### config.mk
export PLATFORM = sky130hd
export DESIGN_NAME = square_channel_with_sweep
export DESIGN_NICKNAME = d
export VERILOG_FILES = /design/src/hw/rtl/sqch_pkg.sv /design/src/hw/rtl/sqch_in_reg.sv /design/src/hw/rtl/sqch_core.sv /design/src/hw/rtl/sqch_out_reg.sv /design/src/hw/rtl/square_channel_with_sweep.sv
export SDC_FILE = /design/constraint.sdc
export NUM_CORES = 1
export LEC_CHECK = 0
export BUFFER_PORTS_ARGS = -buffer_cell sky130_fd_sc_hd__buf_2
export CELL_PAD_IN_SITES_DETAIL_PLACEMENT = 0
export CELL_PAD_IN_SITES_GLOBAL_PLACEMENT = 1
export CORE_MARGIN = 2
export CORE_UTILIZATION = 39
export DETAILED_ROUTE_END_ITERATION = 8
export GPL_TIMING_DRIVEN = 0
export HOLD_SLACK_MARGIN = 0.06
export PLACE_DENSITY_LB_ADDON = 0.1
export SLEW_MARGIN = 5
export SYNTH_ARGS = -nofsm -noshare
export SYNTH_HDL_FRONTEND = slang
export SYNTH_SLANG_ARGS = --single-unit
export TNS_END_PERCENT = 20
### constraint.sdc
create_clock -name clock -period 12.32 [get_ports clock]
set_input_delay 2.464 -clock clock [delete_from_list [all_inputs] [get_ports clock]]
set_output_delay 2.464 -clock clock [all_outputs]
set_load 0.05 [all_outputs]
### src/hw/rtl/sqch_pkg.sv
// Types and codes shared by the square channel with sweep.
package sqch_pkg;

   // Item actions
   localparam logic [1:0] ACT_WRITE = 2'd0;
   localparam logic [1:0] ACT_STEP  = 2'd1;
   localparam logic [1:0] ACT_TICK  = 2'd2;

   // Register indexes
   localparam logic [2:0] REG_SWEEP    = 3'd0;
   localparam logic [2:0] REG_DUTY_LEN = 3'd1;
   localparam logic [2:0] REG_ENVELOPE = 3'd2;
   localparam logic [2:0] REG_FREQ_LO  = 3'd3;
   localparam logic [2:0] REG_FREQ_HI  = 3'd4;
   localparam logic [2:0] REG_POWER    = 3'd5;

   // Fixed values of the channel
   localparam logic [6:0]  LEN_FULL      = 7'd64;
   localparam logic [6:0]  LEN_FULL_LESS = 7'd63;
   localparam logic [11:0] FREQ_SPAN     = 12'd2048;
   localparam logic [3:0]  SWEEP_DEF_CNT = 4'd8;
   localparam logic [4:0]  VOL_WRAP      = 5'd16;
   localparam logic [3:0]  VOL_MAX       = 4'd15;

   typedef struct packed {
      logic [1:0] action;
      logic [2:0] reg_index;
      logic [7:0] write_data;
   } sqch_req_type;

   typedef struct packed {
      logic        apu_on;
      logic        channel_on;
      logic        dac_on;
      logic [3:0]  volume_level;
      logic [1:0]  duty_select;
      logic [2:0]  duty_position;
      logic [10:0] frequency;
   } sqch_rsp_type;

endpackage

### src/hw/rtl/sqch_in_reg.sv
// Input register: holds one accepted item until the core can take it.
module sqch_in_reg (
   input  logic                  clock,
   input  logic                  reset,
   input  logic                  req_valid,
   output logic                  req_stall,
   input  sqch_pkg::sqch_req_type req_data,
   input  logic                  out_free,
   output logic                  item_valid,
   output logic                  advance,
   output sqch_pkg::sqch_req_type item
);
   import sqch_pkg::*;

   logic          valid_ff, valid_in;
   sqch_req_type  item_ff;
   logic          take;

   // Move the held item on when the result register has room
   assign advance   = valid_ff & out_free;
   assign req_stall = valid_ff & ~out_free;
   assign take      = req_valid & ~req_stall;
   assign valid_in  = take | (valid_ff & ~advance);

   always_ff @(posedge clock) begin
      if (reset) begin
         valid_ff <= 1'b0;
      end else begin
         valid_ff <= valid_in;
      end
   end

   // Capture a new item
   always_ff @(posedge clock) begin
      if (take) begin
         item_ff <= req_data;
      end
   end

   assign item_valid = valid_ff;
   assign item       = item_ff;
endmodule

### src/hw/rtl/sqch_core.sv
// Channel state and the next-state logic for one item.
module sqch_core (
   input  logic                   clock,
   input  logic                   reset,
   input  logic                   color_mode,
   input  logic                   advance,
   input  sqch_pkg::sqch_req_type item,
   output sqch_pkg::sqch_rsp_type rsp_next
);
   import sqch_pkg::*;

   typedef struct packed {
      logic        power_on;
      logic [7:0]  sweep_reg;
      logic [7:0]  envelope_reg;
      logic [1:0]  duty_sel;
      logic [6:0]  length_left;
      logic        length_on;
      logic [10:0] freq_value;
      logic [13:0] freq_countdown;
      logic [2:0]  duty_pos;
      logic        chan_enabled;
      logic        dac_enabled;
      logic [3:0]  vol;
      logic [7:0]  env_params;
      logic [2:0]  env_countdown;
      logic        env_running;
      logic [6:0]  sweep_params;
      logic [3:0]  sweep_countdown;
      logic        sweep_active;
      logic        negate_used;
      logic [10:0] sweep_shadow;
      logic [2:0]  seq_step;
      logic        first_half;
   } sqch_state_type;

   sqch_state_type st_ff, st_in;

   // New shadow frequency for one sweep update
   function automatic logic [11:0] sweep_calc(input logic [10:0] shadow,
                                             input logic [6:0] prm);
      logic [10:0] delta;
      delta = shadow >> prm[2:0];
      if (prm[3]) begin
         return {1'b0, shadow} - {1'b0, delta};
      end else begin
         return {1'b0, shadow} + {1'b0, delta};
      end
   endfunction

   // Timer reload for a frequency
   function automatic logic [13:0] timer_period(input logic [10:0] freq);
      logic [11:0] diff;
      diff = FREQ_SPAN - {1'b0, freq};
      return {diff, 2'b00};
   endfunction

   // State after reset: powered, full length, all else clear
   function automatic sqch_state_type reset_value();
      sqch_state_type r;
      r             = '0;
      r.power_on    = 1'b1;
      r.length_left = LEN_FULL;
      return r;
   endfunction

   always_comb begin
      sqch_state_type s;
      logic [4:0]  v;
      logic [11:0] nf;
      logic [11:0] nf2;
      logic [13:0] period;
      logic        old_up;
      logic        new_up;
      logic [7:0]  d;
      s      = st_ff;
      d      = item.write_data;
      v      = 5'd0;
      nf     = 12'd0;
      nf2    = 12'd0;
      period = 14'd0;
      old_up = 1'b0;
      new_up = 1'b0;

      unique case (item.action)
         ACT_WRITE: begin
            if (item.reg_index == REG_POWER) begin
               if (d[7]) begin
                  // Power up only from off
                  if (!s.power_on) begin
                     if (color_mode) begin
                        s.length_left = 7'd0;
                     end
                     s.seq_step = 3'd0;
                     s.power_on = 1'b1;
                  end
               end else begin
                  // Power down: clear registers and channel outputs
                  s.sweep_reg      = 8'd0;
                  s.sweep_params   = 7'd0;
                  s.duty_sel       = 2'd0;
                  if (color_mode) begin
                     s.length_left = LEN_FULL;
                  end
                  s.envelope_reg   = 8'd0;
                  s.env_params     = 8'd0;
                  s.freq_value     = 11'd0;
                  s.length_on      = 1'b0;
                  s.chan_enabled   = 1'b0;
                  s.dac_enabled    = 1'b0;
                  s.vol            = 4'd0;
                  s.freq_countdown = 14'd0;
                  s.duty_pos       = 3'd0;
                  s.first_half     = 1'b0;
                  s.power_on       = 1'b0;
               end
            end else if (s.power_on) begin
               unique case (item.reg_index)
                  REG_SWEEP: begin
                     s.sweep_reg    = d;
                     s.sweep_params = d[6:0];
                     if (!d[3] && s.negate_used) begin
                        s.chan_enabled = 1'b0;
                     end
                  end
                  REG_DUTY_LEN: begin
                     s.duty_sel    = d[7:6];
                     s.length_left = LEN_FULL - {1'b0, d[5:0]};
                  end
                  REG_ENVELOPE: begin
                     // Volume changes while running
                     new_up = d[3];
                     old_up = s.env_params[3];
                     v      = {1'b0, s.vol};
                     s.envelope_reg = d;
                     if (s.chan_enabled) begin
                        if (((s.env_params[2:0] == 3'd0) && s.env_running) || !old_up) begin
                           v = v + 5'd1;
                        end
                        if (new_up != old_up) begin
                           v = VOL_WRAP - v;
                        end
                        s.vol = v[3:0];
                     end
                     s.env_params  = d;
                     s.dac_enabled = (d[7:3] != 5'd0);
                     if (!s.dac_enabled) begin
                        s.chan_enabled = 1'b0;
                     end
                  end
                  REG_FREQ_LO: begin
                     s.freq_value = {s.freq_value[10:8], d};
                  end
                  REG_FREQ_HI: begin
                     s.freq_value = {d[2:0], s.freq_value[7:0]};
                     // Extra length clock when enabling in the first half
                     if (s.first_half && d[6] && !s.length_on &&
                         (s.length_left != 7'd0)) begin
                        s.length_left = s.length_left - 7'd1;
                        if (s.length_left == 7'd0) begin
                           s.chan_enabled = 1'b0;
                        end
                     end
                     s.length_on = d[6];
                     if (d[7]) begin
                        // Trigger
                        period          = timer_period(s.freq_value);
                        s.chan_enabled  = s.dac_enabled;
                        s.sweep_params  = s.sweep_reg[6:0];
                        s.sweep_shadow  = s.freq_value;
                        s.sweep_countdown = (s.sweep_params[6:4] != 3'd0) ?
                                            {1'b0, s.sweep_params[6:4]} : SWEEP_DEF_CNT;
                        s.sweep_active  = (s.sweep_params[6:4] != 3'd0) ||
                                          (s.sweep_params[2:0] != 3'd0);
                        s.negate_used   = 1'b0;
                        if (s.sweep_params[2:0] != 3'd0) begin
                           nf = sweep_calc(s.sweep_shadow, s.sweep_params);
                           if (nf[11]) begin
                              s.chan_enabled = 1'b0;
                           end
                           if (s.sweep_params[3]) begin
                              s.negate_used = 1'b1;
                           end
                        end
                        s.env_params    = s.envelope_reg;
                        s.env_countdown = s.env_params[2:0];
                        s.vol           = s.env_params[7:4];
                        s.env_running   = 1'b1;
                        if (s.length_left == 7'd0) begin
                           s.length_left = (s.length_on && s.first_half) ?
                                           LEN_FULL_LESS : LEN_FULL;
                        end
                        s.freq_countdown = {period[13:2], s.freq_countdown[1:0]};
                        s.duty_pos       = 3'd0;
                     end
                  end
                  default: begin
                  end
               endcase
            end
         end
         ACT_STEP: begin
            if (s.power_on) begin
               // Length clock on even steps
               if (!s.seq_step[0]) begin
                  if (s.length_on && (s.length_left != 7'd0)) begin
                     s.length_left = s.length_left - 7'd1;
                     if (s.length_left == 7'd0) begin
                        s.chan_enabled = 1'b0;
                     end
                  end
               end
               // Sweep clock on steps 2 and 6
               if (s.seq_step[1:0] == 2'd2) begin
                  if (s.sweep_countdown != 4'd0) begin
                     s.sweep_countdown = s.sweep_countdown - 4'd1;
                  end
                  if (s.sweep_countdown == 4'd0) begin
                     s.sweep_countdown = (s.sweep_params[6:4] != 3'd0) ?
                                         {1'b0, s.sweep_params[6:4]} : SWEEP_DEF_CNT;
                     if (s.sweep_active && (s.sweep_params[6:4] != 3'd0)) begin
                        nf = sweep_calc(s.sweep_shadow, s.sweep_params);
                        if (nf[11]) begin
                           s.chan_enabled = 1'b0;
                        end
                        if (s.sweep_params[3]) begin
                           s.negate_used = 1'b1;
                        end
                        if (!nf[11] && (s.sweep_params[2:0] != 3'd0)) begin
                           s.sweep_shadow = nf[10:0];
                           s.freq_value   = nf[10:0];
                           // Overflow check on the following value
                           nf2 = sweep_calc(s.sweep_shadow, s.sweep_params);
                           if (nf2[11]) begin
                              s.chan_enabled = 1'b0;
                           end
                           if (s.sweep_params[3]) begin
                              s.negate_used = 1'b1;
                           end
                        end
                     end
                  end
               end
               // Envelope clock on step 7
               if ((s.seq_step == 3'd7) && (s.env_params[2:0] != 3'd0) && s.env_running) begin
                  if (s.env_countdown != 3'd0) begin
                     s.env_countdown = s.env_countdown - 3'd1;
                  end
                  if (s.env_countdown == 3'd0) begin
                     s.env_countdown = s.env_params[2:0];
                     if ((s.vol < VOL_MAX) && s.env_params[3]) begin
                        s.vol = s.vol + 4'd1;
                     end else if ((s.vol != 4'd0) && !s.env_params[3]) begin
                        s.vol = s.vol - 4'd1;
                     end else begin
                        s.env_running = 1'b0;
                     end
                  end
               end
               s.first_half = ~s.seq_step[0];
               s.seq_step   = s.seq_step + 3'd1;
            end
         end
         ACT_TICK: begin
            if (s.power_on) begin
               // Frequency timer and duty position
               if (s.freq_countdown != 14'd0) begin
                  s.freq_countdown = s.freq_countdown - 14'd1;
               end
               if (s.freq_countdown == 14'd0) begin
                  s.freq_countdown = timer_period(s.freq_value);
                  s.duty_pos       = s.duty_pos + 3'd1;
               end
            end
         end
         default: begin
         end
      endcase

      st_in = s;
   end

   // Commit the state of each item that advances
   always_ff @(posedge clock) begin
      if (reset) begin
         st_ff <= reset_value();
      end else if (advance) begin
         st_ff <= st_in;
      end
   end

   // Result as seen after the item
   always_comb begin
      rsp_next.apu_on        = st_in.power_on;
      rsp_next.channel_on    = st_in.chan_enabled;
      rsp_next.dac_on        = st_in.dac_enabled;
      rsp_next.volume_level  = st_in.vol;
      rsp_next.duty_select   = st_in.duty_sel;
      rsp_next.duty_position = st_in.duty_pos;
      rsp_next.frequency     = st_in.freq_value;
   end
endmodule

### src/hw/rtl/sqch_out_reg.sv
// Result register: holds one result item until the receiver takes it.
module sqch_out_reg (
   input  logic                   clock,
   input  logic                   reset,
   input  logic                   advance,
   input  sqch_pkg::sqch_rsp_type rsp_next,
   output logic                   out_free,
   output logic                   rsp_valid,
   input  logic                   rsp_stall,
   output sqch_pkg::sqch_rsp_type rsp_data
);
   import sqch_pkg::*;

   logic         valid_ff, valid_in;
   sqch_rsp_type data_ff;

   // Room when empty or when the held item leaves now
   assign out_free = ~valid_ff | ~rsp_stall;
   assign valid_in = advance | (valid_ff & rsp_stall);

   always_ff @(posedge clock) begin
      if (reset) begin
         valid_ff <= 1'b0;
      end else begin
         valid_ff <= valid_in;
      end
   end

   // Load a new result
   always_ff @(posedge clock) begin
      if (advance) begin
         data_ff <= rsp_next;
      end
   end

   assign rsp_valid = valid_ff;
   assign rsp_data  = data_ff;
endmodule

### src/hw/rtl/square_channel_with_sweep.sv
// Square sound channel with frequency sweep: top level.
//
// Items arrive on req_*: a register write, a frame-sequencer step or one clock
// tick. Each item yields exactly one result item on rsp_* with the power flag,
// channel and converter enables, envelope volume, duty select, duty position
// and channel frequency as they stand after the item.
// An item is taken when valid is high and stall is low on its channel.
// rsp_valid rises after the accepting edge: the input register takes the item,
// then the next-state logic loads the result register once it has room.
// One item per cycle is sustained while rsp_stall stays low.
// When rsp_stall is high the result holds; one more item waits in the input
// register, and req_stall then rises until the result is taken.
// csr_* writes the color-mode bit (csr_ready is always high); write it only
// while no item is in flight.
// Synchronous reset empties both registers, powers the unit on, sets the length
// counter to 64 and clears all other state and the color-mode bit.
module square_channel_with_sweep (
   input  logic                   clock,
   input  logic                   reset,
   input  logic                   req_valid,
   output logic                   req_stall,
   input  sqch_pkg::sqch_req_type req_data,
   output logic                   rsp_valid,
   input  logic                   rsp_stall,
   output sqch_pkg::sqch_rsp_type rsp_data,
   input  logic                   csr_valid,
   output logic                   csr_ready,
   input  logic                   csr_data
);
   import sqch_pkg::*;

   logic         color_mode_ff;
   logic         out_free;
   logic         advance;
   logic         item_valid;
   sqch_req_type item;
   sqch_rsp_type rsp_next;

   // Configuration register
   assign csr_ready = 1'b1;

   always_ff @(posedge clock) begin
      if (reset) begin
         color_mode_ff <= 1'b0;
      end else if (csr_valid && csr_ready) begin
         color_mode_ff <= csr_data;
      end
   end

   sqch_in_reg u_in_reg (
      .clock      (clock),
      .reset      (reset),
      .req_valid  (req_valid),
      .req_stall  (req_stall),
      .req_data   (req_data),
      .out_free   (out_free),
      .item_valid (item_valid),
      .advance    (advance),
      .item       (item)
   );

   sqch_core u_core (
      .clock      (clock),
      .reset      (reset),
      .color_mode (color_mode_ff),
      .advance    (advance & item_valid),
      .item       (item),
      .rsp_next   (rsp_next)
   );

   sqch_out_reg u_out_reg (
      .clock     (clock),
      .reset     (reset),
      .advance   (advance),
      .rsp_next  (rsp_next),
      .out_free  (out_free),
      .rsp_valid (rsp_valid),
      .rsp_stall (rsp_stall),
      .rsp_data  (rsp_data)
   );
endmodule

### Yosys cells after proc, flatten, opt, wreduce, memory -nomap -nowiden

Index checks and enable logic that the tools add are counted.

* bits in registers: 136
* bits of input ports: 19
* output and inout bits: 26
* logic and storage cells: 320

* $add $sub $neg: 19
* $lt $le $gt $ge: 1
* equal/unequal tests: 40
* shift operators: 3
* mux-type cells: 144
* bitwise operators: 16
* reductions and logical operators: 61

Operators by type and width (count)
* 2-to-1 mux 12 bit: 24
* 2-to-1 mux 40 bit: 5
* 2-to-1 mux 7 bit: 17
* 2-to-1 mux 4 bit: 28
* 2-to-1 mux 96 bit: 1
* 2-to-1 mux 17 bit: 5
* 2-to-1 mux 68 bit: 1
* 2-to-1 mux 11 bit: 5
* 2-to-1 mux 18 bit: 3
* case mux 11 bit (2 select lines): 2
* 2-to-1 mux 43 bit: 1
* 2-to-1 mux 14 bit: 3
* case mux 7 bit (2 select lines): 3
* adder 11 x 11 -> 12 bit: 3
* subtractor 11 x 11 -> 12 bit: 3
* case mux 17 bit (2 select lines): 1
* >> shifter 11 x 3 -> 11 bit: 3
* case mux 16 bit (2 select lines): 1
* 2-to-1 mux 1 bit: 27
* AND reduction 5 bit: 5
* case mux 12 bit (2 select lines): 1
* case mux 4 bit (2 select lines): 3
* AND reduction 6 bit: 4
* nonzero test 3 bit: 8
* 51 further kinds: 127

### Logic depth before layout (Yosys ltp)

* depth after elaboration: 26
* depth in mapped cells: 35

### Hierarchy

Synthesis repeated with hierarchy kept, for this count alone.

* cells, all modules: 1533
* area total of the unflattened synthesis: 11628.7 um2

Modules (own cells, without submodules)
* sqch_core: times used 1, cells an instance 1482, area each 10407.5 um2, seq. area each 1921.8 um2
* sqch_out_reg: times used 1, cells an instance 27, area each 723.2 um2, seq. area each 710.7 um2
* sqch_in_reg: times used 1, cells an instance 18, area each 446.7 um2, seq. area each 410.4 um2
* square_channel_with_sweep: times used 1, cells an instance 6, area each 51.3 um2, seq. area each 20.0 um2

### Worst setup path after synthesis

OpenSTA, ideal clock, no wires.

* path type: register -> register
* start point: register u_core.st_ff[21] (netlist bit)
* end point: register u_out_reg.data_ff, in the netlist u_out_reg.rsp_data[21], data pin
* data arrival time: 6.486 ns
* required time: 12.053 ns
* path slack: 5.568 ns
* stages on the path, launching flop included: 35
* path buffers: 3
* path through: dfxtp_1 buf_4 buf_6 mux4_2 mux2i_1 ha_1 and3_1 a21oi_1 xnor2_1 ha_1 buf_2 o21a_1 nor2_1 o2bb2ai_1 nor2_2 inv_2 or3_1 a31oi_1 ha_1 inv_1 or4_1 nor3_1 nor2_1 xnor2_1 ha_1 nand4_1 o21ai_0 o211ai_1 a41o_1 nand2_1 or4b_1 nand3_1 maj3_2 and4_1 nor3_2

RTL lines
* start, declared: line sqch_core.sv:37 `sqch_state_type st_ff, st_in;`
* start signal, assigned: line sqch_core.sv:286 `st_ff <= reset_value();`
* start signal, assigned: line sqch_core.sv:288 `st_ff <= st_in;`
* end signal, assigned: line sqch_out_reg.sv:32 `data_ff <= rsp_next;`
* end, declared: line sqch_out_reg.sv:15 `sqch_rsp_type data_ff;`

==> run_results.csv <==
group,metric,value,unit
hold_path,hold_path_class,"reg2reg",
placement,routabilityCongestion,0.9736,
global_routing,antenna_found_initial,0,
worst_setup_path,ff2ff_setup_slack,4.39,ns
synthesis,async_flop_share,0,%
sta,rsz0062_at_grt,"false",
global_routing,grt.total_usage,28.30,%
routing,routed_wl,43260,microns
floorplanning,initial_utilization,39.61,%
placement,dp_hpwl,32760,microns
sta,tightest_slew,1.124,ns
clock_tree,cts.sinks,135,
clock_tree,cts_setup_buffers,0,
power,switchingPower,0.6332,mW
hold_path,hold_start,"u_core.st_ff[87]$_SDFFE_PP0P_",
power,internal_power,0.9945,mW
routing,drc_errors,0,
global_routing,grt_pass1_vias,11070,
floorplanning,die_w,174.5,microns
synthesis,synth_area_leaders,"dfxtp_1 (17%), edfxtp_1 (9.5%), nor2_1 (6.6%), ha_1 (5.4%), a21oi_1 (5.3%)",
floorplanning,rows,62,
synthesis,yosysMostFrequentCell,"nor2_1",
power,p_total,1.628,mW
clock_tree,h-tree-depth,4,
synthesis,synthFlopType,"dfxtp_1",
synthesis,netlist_instances,1477,
worst_setup_path,crit_path_max_fanout,10,
routing,detail_route.wl_per_cell,22.35,microns
sta,period_needed,7.928,ns
worst_setup_path,r2r_end,"u_out_reg.rsp_data[21]$_DFFE_PP_",
global_routing,grt_pass1_wl,66590,microns
hold_path,hold_path_depth,2,
sta,finClkSkew,0.01139,ns
synthesis,syn_avg_cell_area,7.676,sq um
layout,diodes,0,
layout,stdcell_count,1936,
floorplanning,core_area,28630,sq um
worst_setup_path,crit_slowest_cell,"or4_1",
synthesis,synth_edf_count,36,
synthesis,synth_area_leader_cell,"dfxtp_1",
sta,fmax,126.1,MHz
synthesis,syn_nets,1546,
clock_tree,path_clk_slew,0.06,ns
synthesis,synth_common_cells,"nor2_1 (199), a21oi_1 (119), nand2_1 (113)",
placement,dp.cells,1904,
routing,vias,11950,
worst_setup_path,critical_path.most_common_cell,"ha_1",
power,total_leakage_power,4.568,nW
worst_setup_path,slowest_delay,0.56,ns
worst_setup_path,worstPathArrival,8.17,ns
clock_tree,cts-root-to-sink-buffers,2,
clock_tree,ctsResizeCount,0,
worst_setup_path,end_kind,"register",
layout,fillers,2970,
run_status,status,"finished, final reports clean",
sta,finalSetupTns,0,ns
floorplanning,dieArea,30450,sq um
clock_tree,clk_latency,0.44,ns
power,p_clk_share,32.5,%
sta,finalSetupViolations,0,
routing,drtPass1Iterations,5,
clock_tree,root_buffer,"clkbuf_16",
placement,port_buffers,42,
clock_tree,cts_tree,"yes",
power,ir_worst_vdd,0.00006680,V
synthesis,synth_top_area_share,17.48,%
layout,drive_gt1_share,8.956,%
synthesis,synth-seq-cells,135,
clock_tree,hold_buffers,0,
layout,area_growth_syn_to_layout,11.39,%
placement,post-place-ws,4.541,ns
power,netSwitchingFraction,38.90,%
power,pwr-share-seq,29.7,%
routing,post_drt_via_cell_ratio,6.170,
clock_tree,cts_buffers,17,
global_routing,grt-ovfl-total,0,
layout,nets,1608,
worst_setup_path,reg2regPathDepth,33,
floorplanning,ios,45,
synthesis,yosysWarnings,0,
worst_setup_path,worstPathRequired,12.56,ns
routing,drtIter0Drc,1179,
sta,period_share,64.35,%
synthesis,synth_cell_types,95,
sta,layout_setup_ws,4.392,ns
worst_setup_path,cp-start-kind,"register",
sta,slew_headroom,24.52,%
worst_setup_path,timing.rr.start,"u_core.st_ff[22]$_SDFFE_PP0P_",
run,maxCapViolations,0,
synthesis,yosysSeqAreaShare,27.02,%
global_routing,grt_max_degree,24,
power,comb_power_share,37.8,%
sta,hold_viol,0,
worst_setup_path,worstSetupPathType,"reg2reg",
hold_path,worstHoldEndpoint,"u_core.st_ff[87]$_SDFFE_PP0P_",
sta,slew_viol_final,0,
synthesis,syn_area,11340,sq um
floorplanning,die_h,174.5,microns
power,power_density,128.9,nW/um^2
routing,antenna_left,0,
stage by stage:
stage | instance area (sq um) | hold WS (ns) | utilization (%)
global route | 12630 | 0.4720 | 44.12
detailed placement | 12050 | 0.4463 | 42.10
floorplan | 11340 | 0.4320 | -
CTS | 12630 | 0.4548 | 44.12
finish | 12630 | 0.4621 | 44.12
global placement | 12030 | 0.4422 | 42.02
final cells by class:
class | count | area, sq um | share of cell area [%]
clock inverter | 13 | 143.9 | 1.139
buffer | 103 | 427.9 | 3.388
timing repair buffer | 43 | 230.2 | 1.823
clock buffer | 19 | 432.9 | 3.428
tap | 384 | 480.5 | 3.805
multi-input combinational | 1178 | 7621 | 60.35
sequential | 135 | 3063 | 24.25
inverter | 61 | 229.0 | 1.813
how the worst max path moves through the flow:
stage / to / slack (ns) / startpoint
final: u_out_reg.rsp_data[21]$_DFFE_PP_ / 4.39 / u_core.st_ff[22]$_SDFFE_PP0P_
after CTS: u_out_reg.rsp_data[21]$_DFFE_PP_ / 4.48 / u_core.st_ff[22]$_SDFFE_PP0P_
after global placement: u_out_reg.rsp_data[21]$_DFFE_PP_ / 4.53 / u_core.st_ff[21]$_SDFFE_PP0P_
after detailed placement: u_out_reg.rsp_data[21]$_DFFE_PP_ / 4.54 / u_core.st_ff[22]$_SDFFE_PP0P_
after global routing: u_out_reg.rsp_data[21]$_DFFE_PP_ / 3.93 / u_core.st_ff[22]$_SDFFE_PP0P_
after floorplan: u_out_reg.rsp_data[21]$_DFFE_PP_ / 5.57 / u_core.st_ff[21]$_SDFFE_PP0P_
cells by family after synthesis:
logic type / Yosys count / synth area share, %
muxes: 43 / 5.408
and+or+nand+nor: 570 / 24.28
DFF: 135 / 27.02
buffers and inverters: 164 / 5.783
other: 1 / 0.03308
AOI/OAI and AO/OA: 450 / 26.93
adders and majority gates: 51 / 5.684
xor gates and xnor gates: 63 / 4.867
power by group through the flow:
stage	logic, mW	clock network, mW	registers [mW]
final	0.615	0.529	0.484
after global routing	0.666	0.552	0.486
after CTS	0.604	0.533	0.484
after detailed placement	0.600	0	0.494
after global placement	0.594	0	0.494
after floorplan	0.429	0	0.503
state kept, by name (all words and copies together), names as in the netlist:
register and cells:
color_mode_ff 1, u_core.st_ff 96, u_in_reg.item_valid 1, u_out_reg.rsp_data 23, u_out_reg.rsp_valid 1, u_in_reg.item 13
placed cells by master (no fill, tap or decap), types with 37 or more instances in the layout:
cell / count
nor2_1: 199
a22oi_1: 37
ha_1: 49
nand2_1: 113
buf_2: 47
nand3_1: 47
clkbuf_1: 85
xnor2_1: 41
a21oi_1: 119
inv_1: 56
nor3_1: 56
o21ai_0: 73
dfxtp_1: 99
metal layers:
layer,part of all wire (%),wire length [microns],track usage (%),vias up
met2,46,19740,45.04,511
met5,0,0,0,-
li1,-,-,-,5591
met4,2.7,1164,9.236,0
met3,7.2,3124,4.134,80
met1,44,19230,39.39,5764
worst max-delay path: cells and delay by family, from the launching register on:
kind | cells | cell delay (ns)
AO/OA/AOI/OAI | 8 | 1.63
XOR/XNOR | 2 | 0.31
adder cells (fa/ha/maj) | 5 | 1.46
buffers and inverters | 4 | 0.71
flip-flops | 1 | 0.46
multiplexers | 2 | 0.67
AND/OR/NAND/NOR | 12 | 2.51
Note: power is estimated with default switching activity, not from simulation.
